==> src/rtl/core/kpc_pkg.sv <==
// Package for the key press classifier.
// Holds the event codes, request opcodes, register indexes and shared types.
// It has no dependencies.
`default_nettype none

package kpc_pkg;

   localparam int unsigned CSR_INDEX_W = 8;
   localparam int unsigned CSR_DATA_W  = 8;
   localparam int unsigned EVENT_W     = 3;

   typedef enum logic [CSR_INDEX_W-1:0] {
      CSR_WINDOW_TICKS = 8'd0,
      CSR_PRESS_LIMIT  = 8'd1
   } csr_index_type;

   typedef enum logic {
      OP_SCAN = 1'b0,
      OP_READ = 1'b1
   } op_type;

   localparam logic [EVENT_W-1:0] EV_NONE   = 3'b000;
   localparam logic [EVENT_W-1:0] EV_DOUBLE = 3'b001;
   localparam logic [EVENT_W-1:0] EV_LONG   = 3'b010;
   localparam logic [EVENT_W-1:0] EV_SHORT  = 3'b100;

   localparam logic [CSR_DATA_W-1:0] WINDOW_TICKS_RESET = 8'd20;
   localparam logic [CSR_DATA_W-1:0] PRESS_LIMIT_RESET  = 8'd16;

   typedef struct packed {
      logic [CSR_DATA_W-1:0] window_ticks;
      logic [CSR_DATA_W-1:0] press_limit;
   } cfg_type;

endpackage

`default_nettype wire

==> src/rtl/core/kpc_csr.sv <==
// Configuration registers of the key press classifier.
// Depends on kpc_pkg for register indexes, reset values and the cfg_type struct.
`default_nettype none

module kpc_csr (
   input  wire logic                             clock,
   input  wire logic                             reset,
   input  wire logic                             csr_wr,
   input  wire logic [kpc_pkg::CSR_INDEX_W-1:0]  csr_index,
   input  wire logic [kpc_pkg::CSR_DATA_W-1:0]   csr_wdata,
   output      kpc_pkg::cfg_type                 cfg
);

   kpc_pkg::cfg_type cfg_ff;
   kpc_pkg::cfg_type cfg_in;

   always_comb begin
      cfg_in = cfg_ff;
      if (csr_wr) begin
         case (csr_index)
            kpc_pkg::CSR_WINDOW_TICKS: cfg_in.window_ticks = csr_wdata;
            kpc_pkg::CSR_PRESS_LIMIT:  cfg_in.press_limit  = csr_wdata;
            default:                   cfg_in = cfg_ff;
         endcase
      end
   end

   always_ff @(posedge clock) begin
      if (reset) begin
         cfg_ff.window_ticks <= kpc_pkg::WINDOW_TICKS_RESET;
         cfg_ff.press_limit  <= kpc_pkg::PRESS_LIMIT_RESET;
      end else begin
         cfg_ff <= cfg_in;
      end
   end

   assign cfg = cfg_ff;

endmodule

`default_nettype wire

==> src/rtl/core/kpc_core.sv <==
// Classification state and its next-state logic for the key press classifier.
// Depends on kpc_pkg for event codes, opcodes and the cfg_type struct.
`default_nettype none

module kpc_core #(
   parameter int unsigned COUNT_BITS = 8
) (
   input  wire logic                         clock,
   input  wire logic                         reset,
   input  wire logic                         step_en,
   input  wire logic                         op,
   input  wire logic                         pin_level,
   input  wire kpc_pkg::cfg_type             cfg,
   output      logic [kpc_pkg::EVENT_W-1:0]  event_code
);

   localparam int unsigned CMP_W = (COUNT_BITS > kpc_pkg::CSR_DATA_W) ?
                                   COUNT_BITS : kpc_pkg::CSR_DATA_W;

   logic                        level_now_ff, level_now_in;
   logic                        level_before_ff, level_before_in;
   logic                        in_window_ff, in_window_in;
   logic                        short_seen_ff, short_seen_in;
   logic [kpc_pkg::EVENT_W-1:0] pending_ff, pending_in;
   logic [COUNT_BITS-1:0]       tick_count_ff, tick_count_in;
   logic [COUNT_BITS-1:0]       first_rel_ff, first_rel_in;

   logic                  fall;
   logic                  rise;
   logic [COUNT_BITS-1:0] gap;
   logic [CMP_W-1:0]      press_limit_x;
   logic [CMP_W-1:0]      window_x;

   always_comb begin
      level_now_in    = level_now_ff;
      level_before_in = level_before_ff;
      in_window_in    = in_window_ff;
      short_seen_in   = short_seen_ff;
      pending_in      = pending_ff;
      tick_count_in   = tick_count_ff;
      first_rel_in    = first_rel_ff;
      fall            = 1'b0;
      rise            = 1'b0;
      gap             = '0;
      press_limit_x   = CMP_W'(cfg.press_limit);
      window_x        = CMP_W'(cfg.window_ticks);
      event_code      = kpc_pkg::EV_NONE;

      if (op == kpc_pkg::OP_READ) begin
         event_code = pending_ff;
         pending_in = kpc_pkg::EV_NONE;
      end else begin
         if (in_window_ff) begin
            tick_count_in = COUNT_BITS'(tick_count_ff + 1'b1);
         end
         level_before_in = level_now_ff;
         level_now_in    = pin_level;
         fall = level_now_ff & ~pin_level;
         rise = ~level_now_ff & pin_level;
         gap  = COUNT_BITS'(tick_count_in - first_rel_ff);

         if (fall) begin
            if (!in_window_ff) begin
               in_window_in  = 1'b1;
               tick_count_in = '0;
               first_rel_in  = '0;
            end
         end else if (rise) begin
            if (!in_window_ff) begin
               pending_in    = kpc_pkg::EV_LONG;
               in_window_in  = 1'b0;
               short_seen_in = 1'b0;
               tick_count_in = '0;
               first_rel_in  = '0;
            end else if (!short_seen_ff) begin
               if (CMP_W'(tick_count_in) >= press_limit_x) begin
                  pending_in    = kpc_pkg::EV_LONG;
                  in_window_in  = 1'b0;
                  short_seen_in = 1'b0;
                  tick_count_in = '0;
                  first_rel_in  = '0;
               end else begin
                  short_seen_in = 1'b1;
                  first_rel_in  = tick_count_in;
               end
            end else if (CMP_W'(gap) <= press_limit_x) begin
               pending_in    = kpc_pkg::EV_DOUBLE;
               in_window_in  = 1'b0;
               short_seen_in = 1'b0;
               tick_count_in = '0;
               first_rel_in  = '0;
            end
         end

         if (CMP_W'(tick_count_in) >= window_x) begin
            if (short_seen_in &&
                ((pending_in & (kpc_pkg::EV_DOUBLE | kpc_pkg::EV_LONG)) ==
                 kpc_pkg::EV_NONE)) begin
               pending_in = pending_in | kpc_pkg::EV_SHORT;
            end
            in_window_in  = 1'b0;
            short_seen_in = 1'b0;
            tick_count_in = '0;
            first_rel_in  = '0;
         end
      end
   end

   always_ff @(posedge clock) begin
      if (reset) begin
         level_now_ff    <= 1'b1;
         level_before_ff <= 1'b1;
         in_window_ff    <= 1'b0;
         short_seen_ff   <= 1'b0;
         pending_ff      <= kpc_pkg::EV_NONE;
         tick_count_ff   <= '0;
         first_rel_ff    <= '0;
      end else if (step_en) begin
         level_now_ff    <= level_now_in;
         level_before_ff <= level_before_in;
         in_window_ff    <= in_window_in;
         short_seen_ff   <= short_seen_in;
         pending_ff      <= pending_in;
         tick_count_ff   <= tick_count_in;
         first_rel_ff    <= first_rel_in;
      end
   end

   // The counter only runs while a window is open.
   assert property (@(posedge clock) disable iff (reset)
      !in_window_ff |-> (tick_count_ff == '0))
      else $error("tick counter nonzero outside a window");

   assert property (@(posedge clock) disable iff (reset)
      short_seen_ff |-> in_window_ff)
      else $error("short press recorded outside a window");

   // Events are mutually exclusive.
   assert property (@(posedge clock) disable iff (reset)
      $onehot0(pending_ff))
      else $error("more than one pending event");

   assert property (@(posedge clock) disable iff (reset)
      (step_en && op == kpc_pkg::OP_READ) |=> (pending_ff == kpc_pkg::EV_NONE))
      else $error("pending events not cleared by a read");

endmodule

`default_nettype wire

==> src/rtl/core/key_press_classifier.sv <==
// Key press classifier for an active-low push button fed with scan samples.
//
// Request channel (req_valid/req_ready): req_op selects a scan tick
// (req_pin_level is the sampled pin, 1 released, 0 pressed) or a read
// that returns and clears the pending events. Every request gives exactly
// one response on rsp_valid/rsp_ready; rsp_event_code is zero for a scan
// tick and the pending events (bit0 double, bit1 long, bit2 short) for a read.
// The configuration channel (csr_valid/csr_ready) writes window_ticks at
// index 0 and press_limit at index 1; other indexes are ignored. It is
// always ready and should only be written while no request is in flight.
// An accepted request is held in the input register, then moves into the
// response register when that register is empty or being read. The state
// update for a request happens as it leaves the input register, so one
// request per cycle is sustained while the receiver keeps rsp_ready high.
// When the receiver stalls, the response register holds and the input
// register still takes one more request.
// Reset is synchronous and returns the state, configuration and valid flags to defaults.
// Depends on kpc_pkg, kpc_csr and kpc_core.
`default_nettype none

module key_press_classifier #(
   parameter int unsigned COUNT_BITS = 8
) (
   input  wire logic                            clock,
   input  wire logic                            reset,
   input  wire logic                            req_valid,
   output      logic                            req_ready,
   input  wire logic                            req_op,
   input  wire logic                            req_pin_level,
   output      logic                            rsp_valid,
   input  wire logic                            rsp_ready,
   output      logic [kpc_pkg::EVENT_W-1:0]     rsp_event_code,
   input  wire logic                            csr_valid,
   output      logic                            csr_ready,
   input  wire logic [kpc_pkg::CSR_INDEX_W-1:0] csr_index,
   input  wire logic [kpc_pkg::CSR_DATA_W-1:0]  csr_wdata
);

   logic                        s1_valid_ff;
   logic                        s1_op_ff;
   logic                        s1_pin_ff;
   logic                        rsp_valid_ff;
   logic [kpc_pkg::EVENT_W-1:0] rsp_code_ff;
   logic [kpc_pkg::EVENT_W-1:0] event_code;
   logic                        advance;
   kpc_pkg::cfg_type            cfg;

   assign advance   = s1_valid_ff && (!rsp_valid_ff || rsp_ready);
   assign req_ready = !s1_valid_ff || advance;
   assign csr_ready = 1'b1;

   kpc_csr u_csr (
      .clock     (clock),
      .reset     (reset),
      .csr_wr    (csr_valid && csr_ready),
      .csr_index (csr_index),
      .csr_wdata (csr_wdata),
      .cfg       (cfg)
   );

   kpc_core #(
      .COUNT_BITS (COUNT_BITS)
   ) u_core (
      .clock      (clock),
      .reset      (reset),
      .step_en    (advance),
      .op         (s1_op_ff),
      .pin_level  (s1_pin_ff),
      .cfg        (cfg),
      .event_code (event_code)
   );

   always_ff @(posedge clock) begin
      if (reset) begin
         s1_valid_ff <= 1'b0;
      end else if (req_ready) begin
         s1_valid_ff <= req_valid;
      end
   end

   always_ff @(posedge clock) begin
      if (req_valid && req_ready) begin
         s1_op_ff  <= req_op;
         s1_pin_ff <= req_pin_level;
      end
   end

   always_ff @(posedge clock) begin
      if (reset) begin
         rsp_valid_ff <= 1'b0;
      end else if (advance) begin
         rsp_valid_ff <= 1'b1;
      end else if (rsp_ready) begin
         rsp_valid_ff <= 1'b0;
      end
   end

   always_ff @(posedge clock) begin
      if (advance) begin
         rsp_code_ff <= event_code;
      end
   end

   assign rsp_valid      = rsp_valid_ff;
   assign rsp_event_code = rsp_code_ff;

endmodule

`default_nettype wire
==> config.mk <==
export PLATFORM = sky130hd
export DESIGN_NAME = key_press_classifier
export DESIGN_NICKNAME = d
export VERILOG_FILES = /design/src/rtl/core/kpc_pkg.sv /design/src/rtl/core/kpc_csr.sv /design/src/rtl/core/kpc_core.sv /design/src/rtl/core/key_press_classifier.sv
export SDC_FILE = /design/constraint.sdc
export NUM_CORES = 1
export LEC_CHECK = 0
export BUFFER_PORTS_ARGS = -buffer_cell sky130_fd_sc_hd__buf_2
export CAP_MARGIN = 15
export CORE_MARGIN = 4
export CORE_UTILIZATION = 25
export DETAILED_ROUTE_END_ITERATION = 10
export PLACE_DENSITY = 0.45
export SLEW_MARGIN = 25
export SYNTH_ARGS = -nofsm -noshare
export SYNTH_HDL_FRONTEND = slang
export SYNTH_SLANG_ARGS = --single-unit
==> constraint.sdc <==
create_clock -name clock -period 13 [get_ports clock]
set_input_delay 1.3 -clock clock [delete_from_list [all_inputs] [get_ports clock]]
set_output_delay 1.3 -clock clock [all_outputs]
set_load 0.02 [all_outputs]
==> flow_metrics.env <==
export IMPL_syn_area_um2=2990
export IMPL_cts_resized=0
export IMPL_timing_slew_headroom_pct=48.6
export IMPL_drc=0
export IMPL_outcome="finished clean"
export IMPL_fmax_mhz=153
export IMPL_die_h_um=117
export IMPL_gp_congestion=0.809
export IMPL_hold_class="reg -> reg"
export IMPL_ys_flop_type="dfxtp_1"
export IMPL_leakagePower_nw=1.49
export IMPL_die_area_um2=13800
export IMPL_finalNetCount=438
export IMPL_cts_sinks=45
export IMPL_port_buffers=27
export IMPL_layout_setup_ws_ns=6.44
export IMPL_min_from="u_core.first_rel_ff[5]$_SDFFE_PP0P_"
export IMPL_yosysTopAreaCellShare_pct=26.8
export IMPL_worstPathRequired_ns=13.22
export IMPL_place_hpwl_um=5880
export IMPL_routed_wl_um=7750
export IMPL_postRouteAntennaNets=0
export IMPL_worst_r2r_setup_slack_ns=6.44
export IMPL_startpoint_type="register"
export IMPL_worst_path_buf_inv=1
export IMPL_tightest_slew_ns=0.770
export IMPL_max_stage_delay_ns=0.67
export IMPL_cpLargestDelayFamily="compound AO/OA/AOI/OAI gates"
export IMPL_num_rows=39
export IMPL_synth_xor_area_share_pct=3.51
export IMPL_grt_ovfl_total=0
export IMPL_rsz0062_at_grt="no"
export IMPL_ys_seq_area_share_pct=31.8
export IMPL_routedWlPerCell_um=14.8
export IMPL_r2r_start="u_core.in_window_ff$_SDFFE_PP0P_"
export IMPL_cts_tree="yes"
export IMPL_critPathMaxFanout=19
export IMPL_drt_vias_per_instance=4.82
export IMPL_post_cts_repair_setup_buffers=0
export IMPL_postCtsHoldBufs=0
export IMPL_clk_latency_ns=0.29
export IMPL_synth_simple_area_share_pct=20.4
export IMPL_area_delta_synth_final_pct=14.9
export IMPL_fin_setup_tns_ns=0
export IMPL_syn_nets=413
export IMPL_maxCapViolCount=0
export IMPL_antenna_cells=0
export IMPL_synth_fa_ha_area_share_pct=14.5
export IMPL_crit_type="reg -> reg"
export IMPL_syn_inst=356
export IMPL_ys_ff_latch=45
export IMPL_ys_types=52
export IMPL_synth_compound_area_share_pct=15.7
export IMPL_ys_warn_count=0
export IMPL_cellPowerDensity_nw_per_um2=93.2
export IMPL_endpoint_kind="register"
export IMPL_routed_via_count=2528
export IMPL_start_util_pct=25.9
export IMPL_hold_depth=2
export IMPL_nFillCells=1232
export IMPL_core_region_area_um2=11600
export IMPL_hold_path_end="u_core.first_rel_ff[5]$_SDFFE_PP0P_"
export IMPL_clock_skew_final_ns=0.00766
export IMPL_cts_made_buffers=5
export IMPL_grt_pass1_vias=2482
export IMPL_async_reset_ff_share_pct=0
export IMPL_yosysMostFrequentCell="dfxtp_1"
export IMPL_pre_cts_ws_ns=6.50
export IMPL_rr_endpoint="u_core.first_rel_ff[6]$_SDFFE_PP0P_"
export IMPL_grtUsageTotal_pct=11.3
export IMPL_die_w_um=117
export IMPL_post_route_min_period_ns=6.56
export IMPL_syn_area_per_cell_um2=8.41
export IMPL_drt_initial_drc_count=113
export IMPL_worstPathCellList="mux2i_1, inv_1, ha_1, nor2b_1, o21ai_0, a21boi_0, o21a_1, o41ai_1, xnor2_1, ha_1, o21a_1, a21oi_1, a211o_1, o21ai_2, o21ai_1, nor2_1, ha_1, o21a_1, o21ai_0, a221oi_1, nor2_2, a31o_2, mux2i_1"
export IMPL_hold_viol_final=0
export IMPL_setup_viol=0
export IMPL_slew_violations=0
export IMPL_antenna_found_initial=0
export IMPL_dr_pass1_iters=4
export IMPL_clk_pin_slew_worst_paths_ns=0.07
export IMPL_synth_edf_count=5
export IMPL_clk_path_buf_depth=2
export IMPL_vdd_ir_drop_max_mv=0.0542
export IMPL_reg2reg_depth=23
export IMPL_drive_above_1_share_pct=11.5
export IMPL_slowest_stage="dfxtp_1"
export IMPL_crit_arrival_ns=6.78
export IMPL_ctsHtreeMaxLevel=2
export IMPL_boundaryPins=29
export IMPL_grt_pass1_wl_um=12700
export IMPL_yosysTopAreaCell="dfxtp_1"
export IMPL_synth_top_family_by_area="simple AND/OR/NAND/NOR gates"
export IMPL_yosys_top_cells_count="dfxtp_1 (40), nor2_1 (37), inv_1 (34), nand2_1 (34), ha_1 (33)"
export IMPL_synth_mux_area_share_pct=8.03
export IMPL_grt_max_degree=26
export IMPL_yosys_top_cells_area="dfxtp_1 (27%), ha_1 (14%), mux2i_1 (8.0%), edfxtp_1 (5.0%), nor2_1 (4.6%)"
export IMPL_fin_crit_sh_pct=50.4
export IMPL_cts_root_buffer="clkbuf_16"
[cells by family after synthesis]
logic type / Yosys count
DFF: 45
AOI/OAI and AO/OA: 69
and+or+nand+nor: 126
xor gates and xnor gates: 12
other: 1
muxes: 24
adders and majority gates: 34
buffers and inverters: 45
[tightest hold or removal path, cell delays in order, from the launching register on]
cell and delay [ns]:
dfxtp_1 0.31, nand2_1 0.05, mux2i_1 0.05
[sequential cells by signal, summed over array words and instances (netlist names)]
| register | cells |
|---|---|
| rsp_event_code | 3 |
| u_core.in_window_ff | 1 |
| s1_pin_ff | 1 |
| u_core.pending_ff | 3 |
| u_core.level_now_ff | 1 |
| rsp_valid | 1 |
| u_core.first_rel_ff | 8 |
| s1_valid_ff | 1 |
| s1_op_ff | 1 |
| u_core.tick_count_ff | 8 |
| u_core.short_seen_ff | 1 |
| u_csr.cfg | 16 |
[routing by layer]
metal | up-vias | GRT usage [%] | part of all wire (%)
met2 | 29 | 19.6 | 49
met3 | 4 | 2.07 | 2.4
met1 | 1203 | 14.7 | 48
met5 | - | 0 | 0
met4 | 0 | 2.20 | 0.55
li1 | 1292 | - | -
[power by group]
group / internal (mW) / total (mW) / switching (mW)
sequential: 0.142 / 0.145 / 0.00283
clock: 0.0912 / 0.150 / 0.0590
combinational: 0.00947 / 0.0253 / 0.0159
total: 0.243 / 0.320 / 0.0777
[per-stage QoR]
stage          utilization, %  cell area (um2)  hold WS (ns)  power [mW]  cells
4_1_cts                  29.7             3440         0.467       0.323    525
3_5_place_dp             28.3             3270         0.456       0.173    517
5_1_grt                  29.7             3440         0.482       0.333    525
6_report                 29.7             3440         0.463       0.320    525
2_1_floorplan               -             2990         0.438       0.164    356
3_3_place_gp             28.3             3270         0.449       0.173    517
[cells in the final DEF, fill, tap and decap left out, types with 6 or more instances in the layout]
cell type,instances
inv_1,34
nand2_1,34
xnor2_1,9
nor2_1,37
a21oi_1,12
o211ai_1,6
buf_2,27
o21ai_0,15
dfxtp_1,40
mux2i_1,24
and2_1,8
nand3_1,11
ha_1,33
nor2b_1,8
[layout make-up]
cell class	count	area [um2]	area share (%)
clock inverters	3	43.8	1.27
flip-flops and latches	45	951	27.7
repair buffers	29	150	4.37
clock buffers	5	125	3.64
multi-input cells	266	1860	54.1
inverters	34	128	3.71
well taps	143	179	5.20
[how the worst max path moves through the flow]
stage                                          start                                  end  slack (ns)  cells after the start
floorplan           u_core.in_window_ff$_SDFFE_PP0P_  u_core.first_rel_ff[0]$_SDFFE_PP0P_        7.68                     25
global placement    u_core.in_window_ff$_SDFFE_PP0P_  u_core.first_rel_ff[2]$_SDFFE_PP0P_        6.66                     23
detailed placement  u_core.in_window_ff$_SDFFE_PP0P_  u_core.first_rel_ff[2]$_SDFFE_PP0P_        6.50                     23
CTS                 u_core.in_window_ff$_SDFFE_PP0P_  u_core.first_rel_ff[4]$_SDFFE_PP0P_        6.47                     23
global route        u_core.in_window_ff$_SDFFE_PP0P_  u_core.first_rel_ff[5]$_SDFFE_PP0P_        5.85                     23
finish              u_core.in_window_ff$_SDFFE_PP0P_  u_core.first_rel_ff[6]$_SDFFE_PP0P_        6.44                     23
Power figures use the tool's default switching activity.
